===== src/rtl/core/b64_pkg.sv =====
// b64_pkg: shared types, codes and alphabet functions for the base64 codec.
// No dependencies; every other file of the codec imports this package.
`timescale 1ns / 1ps
`default_nettype none

package b64_pkg;

    // Result status codes
    localparam logic [1:0] StatusOk      = 2'd0;
    localparam logic [1:0] StatusBadChar = 2'd1;
    localparam logic [1:0] StatusBadLen  = 2'd2;

    localparam logic [7:0] PadChar = 8'h3D;

    // Job queue between front and back
    localparam int QueueDepth = 2;
    localparam int QPtrW      = (QueueDepth > 1) ? $clog2(QueueDepth) : 1;
    localparam int QCountW    = $clog2(QueueDepth + 1);

    // One finished group, ready to be sent out as one to four beats
    typedef struct packed {
        logic        decode;   // 1 decode job, 0 encode job
        logic [23:0] bits;     // gathered 24-bit group
        logic [1:0]  cnt_m1;   // number of result beats minus one
        logic [1:0]  keep_m1;  // encode: alphabet characters minus one, rest is pad
        logic        last;     // job closes the stream
        logic [1:0]  status;   // status carried by every beat of the job
    } b64_job_t;

    // Queue head as seen by the back part
    typedef struct packed {
        logic     valid;
        b64_job_t job;
    } b64_head_t;

    // 6-bit value to alphabet character
    function automatic logic [7:0] b64_char(input logic [5:0] v);
        logic [7:0] c;
        if (v < 6'd26)
            c = 8'h41 + {2'b00, v};
        else if (v < 6'd52)
            c = 8'h61 + {2'b00, v - 6'd26};
        else if (v < 6'd62)
            c = 8'h30 + {2'b00, v - 6'd52};
        else if (v == 6'd62)
            c = 8'h2B;
        else
            c = 8'h2F;
        return c;
    endfunction

    // Character to {invalid, 6-bit value}
    function automatic logic [6:0] b64_value(input logic [7:0] c);
        logic [6:0] r;
        if (c >= 8'h41 && c <= 8'h5A)
            r = {1'b0, 6'(c - 8'h41)};
        else if (c >= 8'h61 && c <= 8'h7A)
            r = {1'b0, 6'(c - 8'h61 + 8'd26)};
        else if (c >= 8'h30 && c <= 8'h39)
            r = {1'b0, 6'(c - 8'h30 + 8'd52)};
        else if (c == 8'h2B)
            r = {1'b0, 6'd62};
        else if (c == 8'h2F)
            r = {1'b0, 6'd63};
        else
            r = {1'b1, 6'd0};
        return r;
    endfunction

endpackage

`default_nettype wire


===== src/rtl/core/b64_front.sv =====
// b64_front: accepts input beats, gathers groups and forms output jobs.
// Depends on b64_pkg; feeds b64_queue.
`timescale 1ns / 1ps
`default_nettype none

module b64_front
    import b64_pkg::*;
(
    input  wire logic     clk,
    input  wire logic     rst_n,
    input  wire logic     cfg_wr_en,
    input  wire logic     cfg_wr_data,
    input  wire logic     in_valid,
    input  wire logic     in_ready,
    input  wire logic [7:0] in_byte,
    input  wire logic     in_last,
    output logic          push,
    output b64_job_t      push_job
);

    logic        mode_reg;
    logic [23:0] group_bits_reg, group_bits_next;
    logic [1:0]  group_count_reg, group_count_next;
    logic        third_pad_reg, third_pad_next;
    logic        bad_reg, bad_next;

    logic        accept;
    logic [23:0] enc_bits;
    logic [1:0]  enc_count;
    logic [6:0]  dec_val;
    logic        is_pad;
    logic        is_bad;
    logic [5:0]  six;
    logic [23:0] dec_bits;
    logic [1:0]  drop;
    logic        fire;

    assign accept = in_valid && in_ready;

    always_comb
    begin
        // encode: place the byte by its position in the group
        unique case (group_count_reg)
            2'd0:    enc_bits = {in_byte, 16'h0000};
            2'd1:    enc_bits = group_bits_reg | {8'h00, in_byte, 8'h00};
            default: enc_bits = group_bits_reg | {16'h0000, in_byte};
        endcase
        enc_count = group_count_reg + 2'd1;

        // decode: pad counts as zero, invalid characters too
        dec_val  = b64_value(in_byte);
        is_pad   = (in_byte == PadChar);
        is_bad   = !is_pad && dec_val[6];
        six      = (is_pad || is_bad) ? 6'd0 : dec_val[5:0];
        dec_bits = {group_bits_reg[17:0], six};
        drop     = {1'b0, in_last && is_pad} + {1'b0, in_last && third_pad_reg};

        fire             = 1'b0;
        push_job         = '0;
        group_bits_next  = group_bits_reg;
        group_count_next = group_count_reg;
        third_pad_next   = third_pad_reg;
        bad_next         = bad_reg;

        if (!mode_reg)
        begin
            push_job.decode  = 1'b0;
            push_job.bits    = enc_bits;
            push_job.cnt_m1  = 2'd3;
            push_job.keep_m1 = enc_count;
            push_job.last    = in_last;
            push_job.status  = StatusOk;
            fire             = (enc_count == 2'd3) || in_last;
            group_bits_next  = enc_bits;
            group_count_next = enc_count;
        end
        else
        begin
            push_job.decode  = 1'b1;
            push_job.last    = in_last;
            if (group_count_reg == 2'd3)
            begin
                fire            = 1'b1;
                push_job.bits   = dec_bits;
                push_job.cnt_m1 = 2'd2 - drop;
                push_job.status = (bad_reg || is_bad) ? StatusBadChar : StatusOk;
            end
            else if (in_last)
            begin
                // stream ends mid-quad: one zero beat with a length error
                fire            = 1'b1;
                push_job.bits   = '0;
                push_job.cnt_m1 = 2'd0;
                push_job.status = StatusBadLen;
            end
            group_bits_next  = dec_bits;
            group_count_next = group_count_reg + 2'd1;
            bad_next         = bad_reg || is_bad;
            if (group_count_reg == 2'd2)
                third_pad_next = is_pad;
        end

        if (fire)
        begin
            group_bits_next  = '0;
            group_count_next = 2'd0;
            third_pad_next   = 1'b0;
            bad_next         = 1'b0;
        end
    end

    assign push = accept && fire;

    always_ff @(posedge clk or negedge rst_n)
    begin
        if (!rst_n)
        begin
            mode_reg        <= 1'b0;
            group_bits_reg  <= '0;
            group_count_reg <= 2'd0;
            third_pad_reg   <= 1'b0;
            bad_reg         <= 1'b0;
        end
        else if (cfg_wr_en)
        begin
            // new direction: drop any partial group
            mode_reg        <= cfg_wr_data;
            group_bits_reg  <= '0;
            group_count_reg <= 2'd0;
            third_pad_reg   <= 1'b0;
            bad_reg         <= 1'b0;
        end
        else if (accept)
        begin
            group_bits_reg  <= group_bits_next;
            group_count_reg <= group_count_next;
            third_pad_reg   <= third_pad_next;
            bad_reg         <= bad_next;
        end
    end

endmodule

`default_nettype wire


===== src/rtl/core/b64_queue.sv =====
// b64_queue: short job queue that decouples the front and back parts.
// Depends on b64_pkg (job type and depth).
`timescale 1ns / 1ps
`default_nettype none

module b64_queue
    import b64_pkg::*;
(
    input  wire logic     clk,
    input  wire logic     rst_n,
    input  wire logic     push,
    input  b64_job_t      push_job,
    output logic          full,
    input  wire logic     pop,
    output b64_head_t     head
);

    b64_job_t             slot_reg [QueueDepth];
    logic [QPtrW-1:0]     wr_ptr_reg, rd_ptr_reg;
    logic [QCountW-1:0]   count_reg;

    assign full       = (count_reg == QCountW'(QueueDepth));
    assign head.valid = (count_reg != '0);
    assign head.job   = slot_reg[rd_ptr_reg];

    function automatic logic [QPtrW-1:0] bump(input logic [QPtrW-1:0] p);
        return (p == QPtrW'(QueueDepth - 1)) ? '0 : p + QPtrW'(1);
    endfunction

    always_ff @(posedge clk)
    begin
        if (push)
            slot_reg[wr_ptr_reg] <= push_job;
    end

    always_ff @(posedge clk or negedge rst_n)
    begin
        if (!rst_n)
        begin
            wr_ptr_reg <= '0;
            rd_ptr_reg <= '0;
            count_reg  <= '0;
        end
        else
        begin
            if (push)
                wr_ptr_reg <= bump(wr_ptr_reg);
            if (pop)
                rd_ptr_reg <= bump(rd_ptr_reg);
            if (push && !pop)
                count_reg <= count_reg + QCountW'(1);
            else if (pop && !push)
                count_reg <= count_reg - QCountW'(1);
        end
    end

endmodule

`default_nettype wire


===== src/rtl/core/b64_back.sv =====
// b64_back: unrolls one job into its result beats through an output register.
// Depends on b64_pkg; drains b64_queue.
`timescale 1ns / 1ps
`default_nettype none

module b64_back
    import b64_pkg::*;
(
    input  wire logic     clk,
    input  wire logic     rst_n,
    input  b64_head_t     head,
    output logic          pop,
    output logic          out_valid,
    input  wire logic     out_stall,
    output logic [7:0]    out_byte,
    output logic          out_last,
    output logic [1:0]    status
);

    b64_job_t    cur_reg;
    logic        cur_valid_reg;
    logic [1:0]  idx_reg;
    logic        out_valid_reg;
    logic [7:0]  out_byte_reg;
    logic        out_last_reg;
    logic [1:0]  status_reg;

    logic        advance;
    logic        emit;
    logic        done;
    logic [5:0]  six;
    logic [7:0]  res_byte;

    assign advance = !out_valid_reg || !out_stall;
    assign emit    = cur_valid_reg && advance;
    assign done    = emit && (idx_reg == cur_reg.cnt_m1);
    assign pop     = head.valid && (!cur_valid_reg || done);

    always_comb
    begin
        case (idx_reg)
            2'd0:    six = cur_reg.bits[23:18];
            2'd1:    six = cur_reg.bits[17:12];
            2'd2:    six = cur_reg.bits[11:6];
            default: six = cur_reg.bits[5:0];
        endcase

        if (cur_reg.decode)
        begin
            case (idx_reg)
                2'd0:    res_byte = cur_reg.bits[23:16];
                2'd1:    res_byte = cur_reg.bits[15:8];
                default: res_byte = cur_reg.bits[7:0];
            endcase
        end
        else if (idx_reg <= cur_reg.keep_m1)
            res_byte = b64_char(six);
        else
            res_byte = PadChar;
    end

    always_ff @(posedge clk)
    begin
        if (emit)
        begin
            out_byte_reg <= res_byte;
            out_last_reg <= cur_reg.last && (idx_reg == cur_reg.cnt_m1);
            status_reg   <= cur_reg.status;
        end
        if (pop)
            cur_reg <= head.job;
    end

    always_ff @(posedge clk or negedge rst_n)
    begin
        if (!rst_n)
        begin
            cur_valid_reg <= 1'b0;
            idx_reg       <= 2'd0;
            out_valid_reg <= 1'b0;
        end
        else
        begin
            if (advance)
                out_valid_reg <= cur_valid_reg;
            if (pop)
            begin
                cur_valid_reg <= 1'b1;
                idx_reg       <= 2'd0;
            end
            else if (done)
                cur_valid_reg <= 1'b0;
            else if (emit)
                idx_reg <= idx_reg + 2'd1;
        end
    end

    assign out_valid = out_valid_reg;
    assign out_byte  = out_byte_reg;
    assign out_last  = out_last_reg;
    assign status    = status_reg;

endmodule

`default_nettype wire


===== src/rtl/core/base64_stream_codec.sv =====
// base64_stream_codec: base64 encoder/decoder on a byte stream, top level.
// Throughput: one input beat per cycle while the job queue has a free slot; one
// result beat per cycle unless the output stalls, so the single-beat output limits encode.
// Reset: asynchronous, active low; mode returns to encode, group and queue empty.
`timescale 1ns / 1ps
`default_nettype none

module base64_stream_codec
    import b64_pkg::*;
(
    input  wire logic       clk,
    input  wire logic       rst_n,
    // mode register: 0 encode, 1 decode; a write also drops any partial group
    input  wire logic       cfg_wr_en,
    input  wire logic       cfg_wr_data,
    // input channel
    input  wire logic       in_valid,
    output logic            in_stall,
    input  wire logic [7:0] in_byte,
    input  wire logic       in_last,
    // output channel
    output logic            out_valid,
    input  wire logic       out_stall,
    output logic [7:0]      out_byte,
    output logic            out_last,
    output logic [1:0]      status
);

    // Front gathers bytes or characters into 24-bit groups and pushes one job per
    // finished group or decode stream ending mid-quad; the back unrolls a job into one to four beats.
    // The queue between them lets the front keep taking input while the back
    // waits on a stalled output.
    logic      push;
    b64_job_t  push_job;
    logic      q_full;
    logic      pop;
    b64_head_t head;

    // Hold input while the job queue has no free slot
    assign in_stall = q_full;

    b64_front u_front (
        .clk         (clk),
        .rst_n       (rst_n),
        .cfg_wr_en   (cfg_wr_en),
        .cfg_wr_data (cfg_wr_data),
        .in_valid    (in_valid),
        .in_ready    (!q_full),
        .in_byte     (in_byte),
        .in_last     (in_last),
        .push        (push),
        .push_job    (push_job)
    );

    b64_queue u_queue (
        .clk      (clk),
        .rst_n    (rst_n),
        .push     (push),
        .push_job (push_job),
        .full     (q_full),
        .pop      (pop),
        .head     (head)
    );

    b64_back u_back (
        .clk       (clk),
        .rst_n     (rst_n),
        .head      (head),
        .pop       (pop),
        .out_valid (out_valid),
        .out_stall (out_stall),
        .out_byte  (out_byte),
        .out_last  (out_last),
        .status    (status)
    );

endmodule

`default_nettype wire


===== config.mk =====
export PLATFORM = sky130hd
export DESIGN_NAME = base64_stream_codec
export DESIGN_NICKNAME = d
export VERILOG_FILES = /design/src/rtl/core/b64_pkg.sv /design/src/rtl/core/b64_front.sv /design/src/rtl/core/b64_queue.sv /design/src/rtl/core/b64_back.sv /design/src/rtl/core/base64_stream_codec.sv
export SDC_FILE = /design/constraint.sdc
export NUM_CORES = 1
export LEC_CHECK = 0
export ABC_AREA = 1
export BUFFER_PORTS_ARGS = -buffer_cell sky130_fd_sc_hd__clkbuf_2
export CAP_MARGIN = 10
export CORE_AREA = 2 2 150 152
export CTS_CLUSTER_DIAMETER = 100
export DETAILED_ROUTE_END_ITERATION = 8
export DIE_AREA = 0 0 152 154
export PLACE_DENSITY_LB_ADDON = 0.3
export SYNTH_ARGS = -nofsm -noshare
export SYNTH_HDL_FRONTEND = slang
export SYNTH_SLANG_ARGS = --single-unit

===== constraint.sdc =====
create_clock -name clk -period 5.9 [get_ports clk]
set_input_delay 0.295 -clock clk [delete_from_list [all_inputs] [get_ports clk]]
set_output_delay 0.295 -clock clk [all_outputs]
set_load 0.1 [all_outputs]

# Word-level counts from Yosys, hierarchy flattened
# Memory sizes are Yosys's and may differ from the RTL's. A register that Yosys moved wholly into a read port is not among the register bits.
# Index checks and enable logic that the tools add are counted.
[totals] reg_bits=48 mem_bits_rw=64 out_inout_bits=13 word_cells=148 memories=1
[mem_list] memory="u_queue.slot_reg" words=2 word_bits=32 rd=1 rd_ports_with_merged_regs=1 write_ports=1 line="b64_queue.sv:18" source="b64_job_t slot_reg [QueueDepth];"
[classes] add_sub_neg=18 n_lt_le_gt_ge=10 n_eq_ne=13 muxes=52 bitwise=2 n_reduce_logical=38
[op_table] cell="$mux 24" n=4
[op_table] cell="$pmux 24 s2" n=1
[op_table] cell="$mux 8" n=5
[op_table] cell="$mux 7" n=5
[op_table] cell="$mux 27" n=1
[op_table] cell="$mux 26" n=1
[op_table] cell="$eq 8x6->1 const B" n=3
[op_table] cell="$mux 2" n=12
[op_table] cell="$or 24x16->24" n=1
[op_table] cell="$or 24x8->24" n=1
[op_table] cell="$mux 1" n=19
[op_table] cell="$pmux 6 s3" n=1
[op_table] cell="$sub 6x6->6 const B" n=3
[op_table] cell="$add 7x6->8 const A" n=2
[op_table] cell="$ge 8x7->1 const B" n=2
[op_table] cell="$le 8x7->1 const B" n=2
[op_table] cell="$pmux 8 s2" n=1
[op_table] cell="$logic_and 1x1->1" n=14
[op_table] cell="$lt 6x6->1 const B" n=2
[op_table] cell="$eq 2x2->1 const B" n=5
[op_table] cell="$reduce_bool 2->1" n=5
[op_table] cell="$ge 8x6->1 const B" n=1
[op_table] cell="$le 8x6->1 const B" n=1
[op_table] cell="$add 6x6->7 const A" n=1
[op_table] cell="23 further kinds" n=40

# Depth between registers and ports, before layout
# Gate-level depths: netlist of the first run.
[logic_depth] depth_word=13 depth_mapped=17 depth_no_buf=16

# Hierarchy
# From an unflattened synthesis of the first run, not the netlist that was laid out.
[unflattened] hier_cells=776 area_unflattened_um2=7961.4
[by_module_without_submodules] module="b64_queue" instances=1 cells_per_inst=125 area_each_um2=2668.8 seq_area_each_um2=2021.9
[by_module_without_submodules] module="b64_back" instances=1 cells_per_inst=261 area_each_um2=2667.6 seq_area_each_um2=1391.3
[by_module_without_submodules] module="b64_front" instances=1 cells_per_inst=389 area_each_um2=2621.3 seq_area_each_um2=725.7
[by_module_without_submodules] module="base64_stream_codec" instances=1 cells_per_inst=1 area_each_um2=3.8 seq_area_each_um2=0.0

# Worst setup path before layout of the first run
# No wires, ideal clock.
[synth_path] path_kind="register to register" start="reg u_back.out_valid_reg, in the netlist u_back.out_valid" end="reg u_back.idx_reg[1]" arrival_time_ns=2.994 slack_ns=2.785 stages_incl_launch_ff=9 path_buffers=0 cell_sequence="dfrtp_1 > a21oi_1 > nand2_1 > nand2_1 > o21ai_1 > inv_1 > a21oi_1 > a32oi_1 > inv_1"
[synth_via] elab_chain_len=8 elab_cells_between_ends=10 cone_classes="eq/ne: 1; mux: 1; reduce/logical: 8"
[synth_lines] item="start, declared" line="b64_back.sv:23" source="logic out_valid_reg;"
[synth_lines] item="start signal, assigned" line="b64_back.sv:85" source="out_valid_reg <= cur_valid_reg;"
[synth_lines] item="$logic_not 1->1 (*)" line="b64_back.sv:34" source="assign advance = !out_valid_reg || !out_stall;"
[synth_lines] item="$logic_or 1x1->1 (*)" line="b64_back.sv:34"
[synth_lines] item="$logic_and 1x1->1 (*)" line="b64_back.sv:35" source="assign emit = cur_valid_reg && advance;"
[synth_lines] item="named net u_back.emit" line="b64_back.sv:29" source="logic emit;"
[synth_lines] item="$logic_and 1x1->1 (*)" line="b64_back.sv:36" source="assign done = emit && (idx_reg == cur_reg.cnt_m1);"
[synth_lines] item="$logic_or 1x1->1 (*)" line="b64_back.sv:37" source="assign pop = head.valid && (!cur_valid_reg || done);"
[synth_lines] item="$logic_and 1x1->1 (*)" line="b64_back.sv:37"
[synth_lines] item="named net pop" line="base64_stream_codec.sv:36" source="logic pop;"
[synth_lines] item="$ne 2x2->1 (no source line) or $reduce_bool 2->1 (tied branches)"
[synth_lines] item="$reduce_and 2->1 (no source line)"
[synth_lines] item="end signal, assigned" line="b64_back.sv:94" source="idx_reg <= idx_reg + 2'd1;"
[synth_lines] item="end, declared" line="b64_back.sv:22" source="logic [1:0] idx_reg;"
# The timed path passes the listed nets; every way through them passes the cells marked *.
# A chain may end at the register's enable or synchronous reset.

# Final worst setup path of the first run
[layout_path] start="reg u_queue.count_reg[1]" end="reg u_front.group_bits_reg[5]"
[layout_via] elab_chain_len=4
[layout_lines] item="start, declared" line="b64_queue.sv:20" source="logic [QCountW-1:0] count_reg;"
[layout_lines] item="start signal, assigned" line="b64_queue.sv:51" source="count_reg <= count_reg + QCountW'(1);"
[layout_lines] item="start signal, assigned" line="b64_queue.sv:53" source="count_reg <= count_reg - QCountW'(1);"
[layout_lines] item="$eq 2x2->1" line="b64_queue.sv:22" source="assign full = (count_reg == QCountW'(QueueDepth));"
[layout_lines] item="$logic_not 1->1" line="base64_stream_codec.sv:48" source=".in_ready (!q_full),"
[layout_lines] item="$logic_and 1x1->1" line="b64_front.sv:38" source="assign accept = in_valid && in_ready;"
[layout_lines] item="$reduce_bool 2->1 (no source line)"
[layout_lines] item="end signal, assigned" line="b64_front.sv:135" source="group_bits_reg <= group_bits_next;"
[layout_lines] item="end, declared" line="b64_front.sv:22" source="logic [23:0] group_bits_reg, group_bits_next;"
# Every way passes these cells.

==> results of run 1 <==
## metal layers
metal	track usage [%]	routed length [um]	vias up
met1	19.0	7770	2481
li1	-	-	2742
met2	23.4	7700	142
met4	6.36	305	0
met5	0	0	-
met3	2.68	693	25
## through the flow
stage               hold WS, ns  instances
global placement          0.406       1082
floorplan             -0.000591        797
detailed placement        0.411       1082
CTS                      0.0656       1114
global route              0.105       1115
finish                   0.0419       1115
## final cells by class
cell class                      count  area (um^2)
Clock buffer                       21          460
Clock inverter                     11          115
Fill cell                        2163        13200
Inverter                           70          267
Multi-Input combinational cell    557         2950
Sequential cell                   144         4140
Tap cell                          280          350
Timing Repair Buffer               32          193
## cell families (layout without fill, tap and decap cells)
group	count (synthesis)	after routing	share of synthesized area, %
flops	144	144	55.4
simple gates	364	364	20.5
compound gates	147	147	12.0
xor+xnor	17	17	1.99
buf+inv	96	134	5.26
fa+ha+maj	29	29	4.86
## worst max-delay path by stage
stage	cells after the start	startpoint	to
after floorplan	8	u_back.out_valid$_DFFE_PN0P_	u_back.idx_reg[1]$_DFFE_PN0P_
after global routing	3	u_queue.rd_ptr_reg$_DFFE_PN0P_	u_back.cur_reg[24]$_DFFE_PP_
after global placement	3	u_queue.rd_ptr_reg$_DFFE_PN0P_	u_back.cur_reg[25]$_DFFE_PP_
final	9	u_queue.count_reg[1]$_DFFE_PN0P_	u_front.group_bits_reg[5]$_DFFE_PN0P_
after CTS	3	u_queue.rd_ptr_reg$_DFFE_PN0P_	u_back.cur_reg[4]$_DFFE_PP_
after detailed placement	9	u_queue.count_reg[1]$_DFFE_PN0P_	u_front.group_bits_reg[2]$_DFFE_PN0P_
## cell usage in the layout (no fill, tap or decap), drive strengths merged, types with 5 or more instances in the layout
cell	count
xor2	13
buf	5
nand2	250
nand3	42
edfxtp	107
dfrtp	37
clkinvlp	5
ha	29
and2	5
a21oi	43
o21bai	10
nor2	56
clkinv	9
o22ai	19
o21ai	56
clkbuf	48
inv	65
## where the power goes
part,switching [uW],leakage (uW),total (uW),internal [uW]
clock,392,0.000266,1030,639
combinational,1490,0.00182,2100,604
sequential,144,0.00149,1620,1470
## synthesized netlist by cell type, types with 2 or more instances
master	instances	area [um^2]
o21bai_1	7	52.6
a221oi_1	3	26.3
a22o_1	4	35.0
clkbuf_1	15	56.3
xnor2_1	4	35.0
o21ai_1	15	75.1
buf_2	5	25.0
and2_1	5	31.3
edfxtp_1	107	3210
nand3_1	42	210
o21ai_2	2	17.5
o21ai_0	39	195
nand2_2	8	50.1
or2_2	2	12.5
xor2_1	13	114
a22oi_1	3	22.5
clkinv_1	4	15.0
a21oi_1	41	205
nor2_4	4	45.0
dfrtp_1	37	926
ha_1	29	363
nor2_1	45	169
o21bai_4	2	37.5
nor2_2	7	43.8
o211ai_1	3	22.5
nand2_1	241	905
o22ai_1	19	119
buf_4	4	30.0
nand4_1	4	25.0
nor3_1	3	15.0
inv_2	6	22.5
inv_1	58	218
o221ai_1	2	17.5
## worst reg2reg max path: cells and delay by family (launching register included)
kind            cells  cell delay (ns)
simple gates        5             1.48
buf+inv             3             1.02
flops               1             0.38
compound gates      1             0.13
==> run metrics, run 1 <==
Worst Tran Pin Value=1.14 ns; total die area=23400 um^2; fraction of layout cells with a size suffix above 1=12.0%; initial antenna violation count=0; CP Data Arrival Time=3.42 ns; CP top delay family=simple AND/OR/NAND/NOR gates; total wire length=16500 um; ant diodes=0; CTS H-tree lvls=4; Initial Util=34.5%; DR pass1 iterations=5; WL per Instance=14.8 um; layout net count=866; Total Power=4750 uW; status=finished, final reports clean; gr usage total=14.5%; final hold vios=0; Critical path buffers and inverters=3; Yosys cell types=47; Critical Path Max Stage Delay=0.77 ns; fin worst setup slack=2.83 ns; Max FO, Critical Path=17; Crit Path Category=reg -> reg; Setup crit start kind=flip-flop; placed cell area=7870 um^2; crit-path cells=inv_1, o21ai_0, nand2_1, clkinv_1, nor2_1, inv_2, nor2_1, nand2_1, nand2_1; Area growth, synth to finish=13.3%; Final Core Density=39.1%; Max-slew headroom=23.9%; IO Port Bufs=27; vias post-DR=5390; CTS tree=done; peak supply drop=265 uV; Setup Buffers After CTS=0; Post-Layout Inst Area=8470 um^2; first-pass GRT wire length=26900 um; Post-synth ARST share=25.7%; yosys warns=0; Starting DRT DRC Count=417; post-cts hold buffer count=0; GRT overflow=0; Die Ht=154 um; crit path time final=3.07 ns; HP Class=in -> async; Die W=152 um; EDFF count, synth=107; CP max stage cell=nor2_1; R2R Setup Slk=2.83 ns; Core ar.=21700 um^2; antenna viol nets, final=0; DR vias/cell=4.83; number of global-route vias before repair=5161; clock transition at the registers of the reported paths=0.06 ns; RR Endpoint=u_front.group_bits_reg[5]$_DFFE_PN0P_; CTS root buf=clkbuf_16; clock buffer depth=2; worst slack, placed=2.86 ns; most frequent cell on the critical path=nand2_1; Row Count=54; GPL Wtd Cong=0.903; Max-Cap Viols=0; critical path required time=6.25 ns; hpwl dp=11700 um; Setup Skew=0.00910 ns; reg2reg start=u_queue.count_reg[1]$_DFFE_PN0P_; # DRC=0; Fmax=326 MHz; Syn Nets=841; Pins Over Slew Limit=0; number of flip-flops in the largest register=64; top_reg_cell synth=edfxtp_1; #FFs+latches synth=144; Setup violations, final=0; fraction of the yosys area taken by sequential cells=55.4%; setup TNS=0 ns; CP Capture Type=flip-flop; Worst Reg-to-Reg Cells=9; largest net degree at the start of global routing=38; PostCTS Resize Cnt=0; Mean Syn Cell Area=9.38 um^2; period utilisation layout=52.0%; CTS Buf Count=17; # IOs=28; CTS Sinks=144; Post-Synthesis Cell Area=7470 um^2; RSZ-0062 raised after global routing=false; Mapped Cells=797; Worst-Skew Late Latency=0.42 ns; leakage power=0.00358 uW; pwr dens=560 nW/um^2
No activity file was read; power rests on OpenSTA's default activity.
==> run 2, diff against run 1 <==
- clock period: 5.9 -> 2.53 ns (I/O delays scaled with it)
==> run 2 against run 1 <==
Effect of this change:
- fmax increased by 31%
- highest routed layer unchanged
- die area stayed put
- non-clock buffer count is 39 higher
- critical path type unchanged
- combinational power is 150% higher
==> run metrics, run 2 (synthesis gave the netlist of run 1 again) <==
status=finished, final reports clean (unchanged); number of flip-flops in the largest register=64 (unchanged); Core ar.=21700 um^2 (unchanged); # DRC=0 (unchanged); initial antenna violation count=0 (unchanged); most frequent cells in the layout=241 x nand2_1, 107 x edfxtp_1, 55 x inv_1 (was 241 x nand2_1, 107 x edfxtp_1, 58 x inv_1); IO Port Bufs=27 (unchanged); Worst Hold Slack=0.111 ns (was 0.0419 ns); Row Count=54 (unchanged); pwr dens=1280 nW/um^2 (was 560 nW/um^2); Starting DRT DRC Count=455 (was 417); # IOs=28 (unchanged); CTS H-tree lvls=4 (unchanged); Final Core Density=40.7% (was 39.1%); Initial Util=34.5% (unchanged); CTS Buf Count=17 (unchanged); leakage power=0.00376 uW (was 0.00358 uW); Crit Path Category=reg -> reg (unchanged); first-pass GRT wire length=27800 um (was 26900 um); RSZ-0062 raised after global routing=false (unchanged); critical path required time=2.69 ns (was 6.25 ns); antenna viol nets, final=0 (unchanged); period utilisation layout=92.9% (was 52.0%); Die Ht=154 um (unchanged); CTS tree=done (unchanged); largest net degree at the start of global routing=34 (was 38); DR vias/cell=4.80 (was 4.83); vias post-DR=5540 (was 5390); commonest non-fill, non-tap cell in the layout=nand2_1 (unchanged); Worst Tran Pin Value=0.652 ns (was 1.14 ns); peak supply drop=487 uV (was 265 uV); crit path time final=2.35 ns (was 3.07 ns); CP Capture Type=flip-flop (unchanged); Pins Over Slew Limit=0 (unchanged); gr usage total=15.1% (was 14.5%); GPL Wtd Cong=0.899 (was 0.903); setup TNS=0 ns (unchanged); fraction of layout cells with a size suffix above 1=16.2% (was 12.0%); ant diodes=0 (unchanged); Area growth, synth to finish=18.0% (was 13.3%); Setup violations, final=0 (unchanged); CTS Sinks=144 (unchanged); Max FO, Critical Path=9 (was 17); top sig layer=met4 (unchanged); DR pass1 iterations=5 (unchanged); Worst-Skew Late Latency=0.41 ns (was 0.42 ns); WL per Instance=14.8 um (about the same); layout net count=905 (was 866); total wire length=17100 um (was 16500 um); clock buffer depth=2 (unchanged); Max-slew headroom=56.5% (was 23.9%); CP Data Arrival Time=2.51 ns (was 3.42 ns); metal2 WL=8070 um (was 7700 um); total die area=23400 um^2 (unchanged); number of global-route vias before repair=5365 (was 5161); Max-Cap Viols=0 (unchanged); Fmax=425 MHz (was 326 MHz); Met1 Routed Length=7840 um (was 7770 um); GRT overflow=0 (unchanged); clock transition at the registers of the reported paths=0.06 ns (about the same); met3 WL=673 um (was 693 um); Die W=152 um (unchanged); Setup crit start kind=flip-flop (unchanged); CTS root buf=clkbuf_16 (unchanged); Setup Skew=0.00796 ns (was 0.00910 ns); final hold vios=0 (unchanged); HP Class=in -> reg (was in -> async); Total Power=11300 uW (was 4750 uW); hpwl dp=12400 um (was 11700 um)
-- run 2: cell types whose count changed in the layout (fill, tap and decap cells not counted), sizes merged --
cell         delta
bufinv          -1
inv             -1
buf            +33
clkinvlp        -3
dlygate4sd3     +6
clkbuf          +5
-- run 2: critical path: stages, from the launching register on --
cell     delay, ns
dfrtp_2       0.46
ha_2          0.25
inv_4         0.13
nand2_1       0.10
nor2_1        0.13
nor2_2        0.06
ha_1          0.19
nand3_1       0.14
nand2_2       0.09
a21oi_4       0.20
inv_2         0.10
o21ai_0       0.16
o21ai_1       0.08
-- run 2: final cells by class --
type / count / area (um^2)
fill: 2087 / 12900
sequential: 144 / 4140
inverter: 70 / 273
timing repair buffer: 71 / 505
clock inverter: 6 / 56.3
clock buffer: 26 / 499
tap: 280 / 350
multi-input combinational: 557 / 2990
-- run 2: path summary, 6_finish.rpt --
kind                                               start                                     to  cells past startpoint  slack, ns
max in group asynchronous                          rst_n          u_back.idx_reg[1]$_DFFE_PN0P_                      3       1.65
hold reg to reg              u_back.cur_reg[0]$_DFFE_PP_             u_back.status[0]$_DFFE_PP_                      0       0.42
hold / removal                                 cfg_wr_en      u_front.third_pad_reg$_DFFE_PN0P_                      4       0.11
setup / recovery           u_back.idx_reg[0]$_DFFE_PN0P_           u_back.out_byte[1]$_DFFE_PP_                     12       0.18
min in group asynchronous                          rst_n  u_front.group_bits_reg[1]$_DFFE_PN0P_                      2       0.27
setup reg to reg           u_back.idx_reg[0]$_DFFE_PN0P_           u_back.out_byte[1]$_DFFE_PP_                     12       0.18
-- run 2: stage by stage --
step	area (um^2)	worst slack (ns)	instances
after floorplan	7490	0.0509	797
after global placement	8140	0.107	1114
after detailed placement	8140	0.0501	1114
after CTS	8760	0.0556	1152
after global routing	8820	0.00248	1154
final	8820	0.180	1154
-- run 2: where the power goes --
part,internal (uW),switching [uW]
clock network,1450,886
logic,1590,3600
registers,3450,319
-- run 2: what timing repair did --
| action | CTS | global route |
|---|---|---|
| hold endpoints to repair | 24 | 0 |
| resized for setup | 0 | 12 |
| hold buffers | 6 | 0 |
| buffers inserted | 0 | 2 |
| endpoints found under the setup margin | 0 | 7 |
-- run 2: per-layer routing --
layer  vias to the layer above  track usage, %
met2                       158            24.1
met4                         0            7.61
met5                         -               0
met1                      2513            19.3
met3                        39            3.64
li1                       2830               -
==> run 3, diff against run 2 <==
- CORE_AREA: 2 2 150 152 -> 2 2 119 121
- DIE_AREA: 0 0 152 154 -> 0 0 121 123
==> run 3 against run 2 <==
Effect of this change:
- wire length rose by 5.4%
- fmax down 3.1%
- non-clock buffer count rose by 7
- critical path depth rose by 1
- critical endpoint is now u_back.out_byte[3]$_DFFE_PP_
- highest routed layer unchanged
==> run metrics, run 3 (synthesis gave the netlist of run 1 again) <==
Initial Util=54.9% (was 34.5%); largest net degree at the start of global routing=38 (was 34); HP Class=in -> reg (unchanged); Setup violations, final=0 (unchanged); GPL Wtd Cong=0.970 (was 0.899); commonest non-fill, non-tap cell in the layout=nand2_1 (unchanged); Die W=121 um (was 152 um); final hold vios=0 (unchanged); Worst-Skew Late Latency=0.41 ns (about the same); gr usage total=25.4% (was 15.1%); ant diodes=0 (unchanged); # DRC=0 (unchanged); Crit Path Category=reg -> reg (unchanged); Starting DRT DRC Count=369 (was 455); R2R Setup Slk=0.10 ns (was 0.18 ns); RR Endpoint=u_back.out_byte[3]$_DFFE_PP_ (was u_back.out_byte[1]$_DFFE_PP_); Max-Cap Viols=0 (unchanged); total wire length=18000 um (was 17100 um); Final Core Density=64.5% (was 40.7%); Fmax=412 MHz (was 425 MHz); placed cell area=8010 um^2 (was 8140 um^2); Max FO, Critical Path=9 (unchanged); total die area=14900 um^2 (was 23400 um^2); initial antenna violation count=0 (unchanged); first-pass GRT wire length=28800 um (was 27800 um); reg2reg start=u_back.idx_reg[0]$_DFFE_PN0P_ (unchanged); number of flip-flops in the largest register=64 (unchanged); Max-slew headroom=32.1% (was 56.5%); Worst Tran Pin Value=1.02 ns (was 0.652 ns); leakage power=0.00382 uW (was 0.00376 uW); vias post-DR=5841 (was 5540); CTS tree=done (unchanged); Row Count=43 (was 54); dpl cells=1016 (was 1114); crit path time final=2.43 ns (was 2.35 ns); layout net count=912 (was 905); antenna viol nets, final=0 (unchanged); RSZ-0062 raised after global routing=true (was false); number of global-route vias before repair=5789 (was 5365); fraction of layout cells with a size suffix above 1=17.6% (was 16.2%); DR vias/cell=5.51 (was 4.80); Die Ht=123 um (was 154 um); IO Port Bufs=27 (unchanged); Worst Hold Slack=0.0232 ns (was 0.111 ns); period utilisation layout=95.9% (was 92.9%); WL per Instance=17.0 um (was 14.8 um); HP Start=in_last (was cfg_wr_en); Hold Path Sink=u_queue.slot_reg[0][2]$_DFFE_PP_ (was u_front.third_pad_reg$_DFFE_PN0P_); Worst Reg-to-Reg Cells=13 (was 12); critical path required time=2.78 ns (was 2.69 ns); # IOs=28 (unchanged); clock buffer depth=2 (unchanged); Total Power=11700 uW (was 11300 uW); CP Data Arrival Time=2.68 ns (was 2.51 ns); Post-Layout Inst Area=8780 um^2 (was 8820 um^2); status=finished, final reports clean (unchanged); peak supply drop=702 uV (was 487 uV); most frequent cells in the layout=240 x nand2_1, 107 x edfxtp_1, 55 x inv_1 (was 241 x nand2_1, 107 x edfxtp_1, 55 x inv_1); hpwl dp=12900 um (was 12400 um); CTS root buf=clkbuf_16 (unchanged); Setup Skew=0.00850 ns (was 0.00796 ns); DR pass1 iterations=5 (unchanged); Area growth, synth to finish=17.4% (was 18.0%); Setup crit start kind=flip-flop (unchanged); CP Capture Type=flip-flop (unchanged); GRT overflow=0 (unchanged); Core ar.=13600 um^2 (was 21700 um^2); fin cells=1061 (was 1154); clock transition at the registers of the reported paths=0.06 ns (about the same); Pins Over Slew Limit=0 (unchanged); hold path depth=1 (was 4); CTS Buf Count=17 (unchanged); CTS H-tree lvls=4 (unchanged); CTS Sinks=144 (unchanged); pwr dens=1330 nW/um^2 (was 1280 nW/um^2)
## run 3: timing repair
| item | CTS | global route |
|---|---|---|
| cloned | 0 | 0 |
| setup endpoints to repair | 2 | 7 |
| pin swaps | 0 | 2 |
| hold endpoints to repair | 39 | 0 |
| gates resized for setup | 0 | 12 |
| buffers inserted | 1 | 7 |
| hold buffers | 5 | 0 |
## run 3: layout make-up
cell class              instances  area (um^2)
clock buffers                  23          488
clock inverters                 9          133
fillers                      1086         4840
inverters                      70          273
multi-input cells             557         2980
flip-flops and latches        144         4140
well taps                     180          225
repair buffers                 78          531
## run 3: power by group
group          total, uW  internal (uW)  switching (uW)
clock               2570           1660             917
combinational       5350           1660            3690
sequential          3780           3450             325
## run 3: through the flow
step                setup TNS, ns  worst slack [ns]
detailed placement              0          0.000807
floorplan                       0            0.0509
global placement                0            0.0633
global route               -0.175           -0.0627
CTS                             0            0.0154
finish                          0             0.104
## run 3: layer usage
layer	vias to the layer above	routed length [um]	GRT usage [%]
met5	-	0	0
met4	0	932	16.2
met3	60	819	5.07
met2	205	9000	43.5
met1	2747	7250	29.3
li1	2829	-	-
## run 3: worst max-delay path by stage
stage                     slack, ns                       endpoint  depth (start not counted)                     startpoint
after floorplan                0.05  u_back.idx_reg[0]$_DFFE_PN0P_                          7   u_back.out_valid$_DFFE_PN0P_
after global placement         0.06   u_back.out_byte[5]$_DFFE_PP_                         14  u_back.idx_reg[0]$_DFFE_PN0P_
after detailed placement     0.0008   u_back.out_byte[5]$_DFFE_PP_                         14  u_back.idx_reg[0]$_DFFE_PN0P_
after CTS                      0.02   u_back.out_byte[5]$_DFFE_PP_                         14  u_back.idx_reg[1]$_DFFE_PN0P_
after global routing          -0.06   u_back.out_byte[1]$_DFFE_PP_                         12  u_back.idx_reg[0]$_DFFE_PN0P_
final                          0.10   u_back.out_byte[3]$_DFFE_PP_                         13  u_back.idx_reg[0]$_DFFE_PN0P_
## run 3: critical path: stages, from the launching register on
cell	delay, ns
dfrtp_2	0.46
ha_1	0.27
inv_4	0.13
nand2_1	0.10
nor2_1	0.13
nor2_2	0.06
ha_1	0.19
nand3_1	0.14
nand2_2	0.10
a21oi_4	0.23
inv_2	0.11
nand2_1	0.09
nand2_1	0.07
a21oi_2	0.18
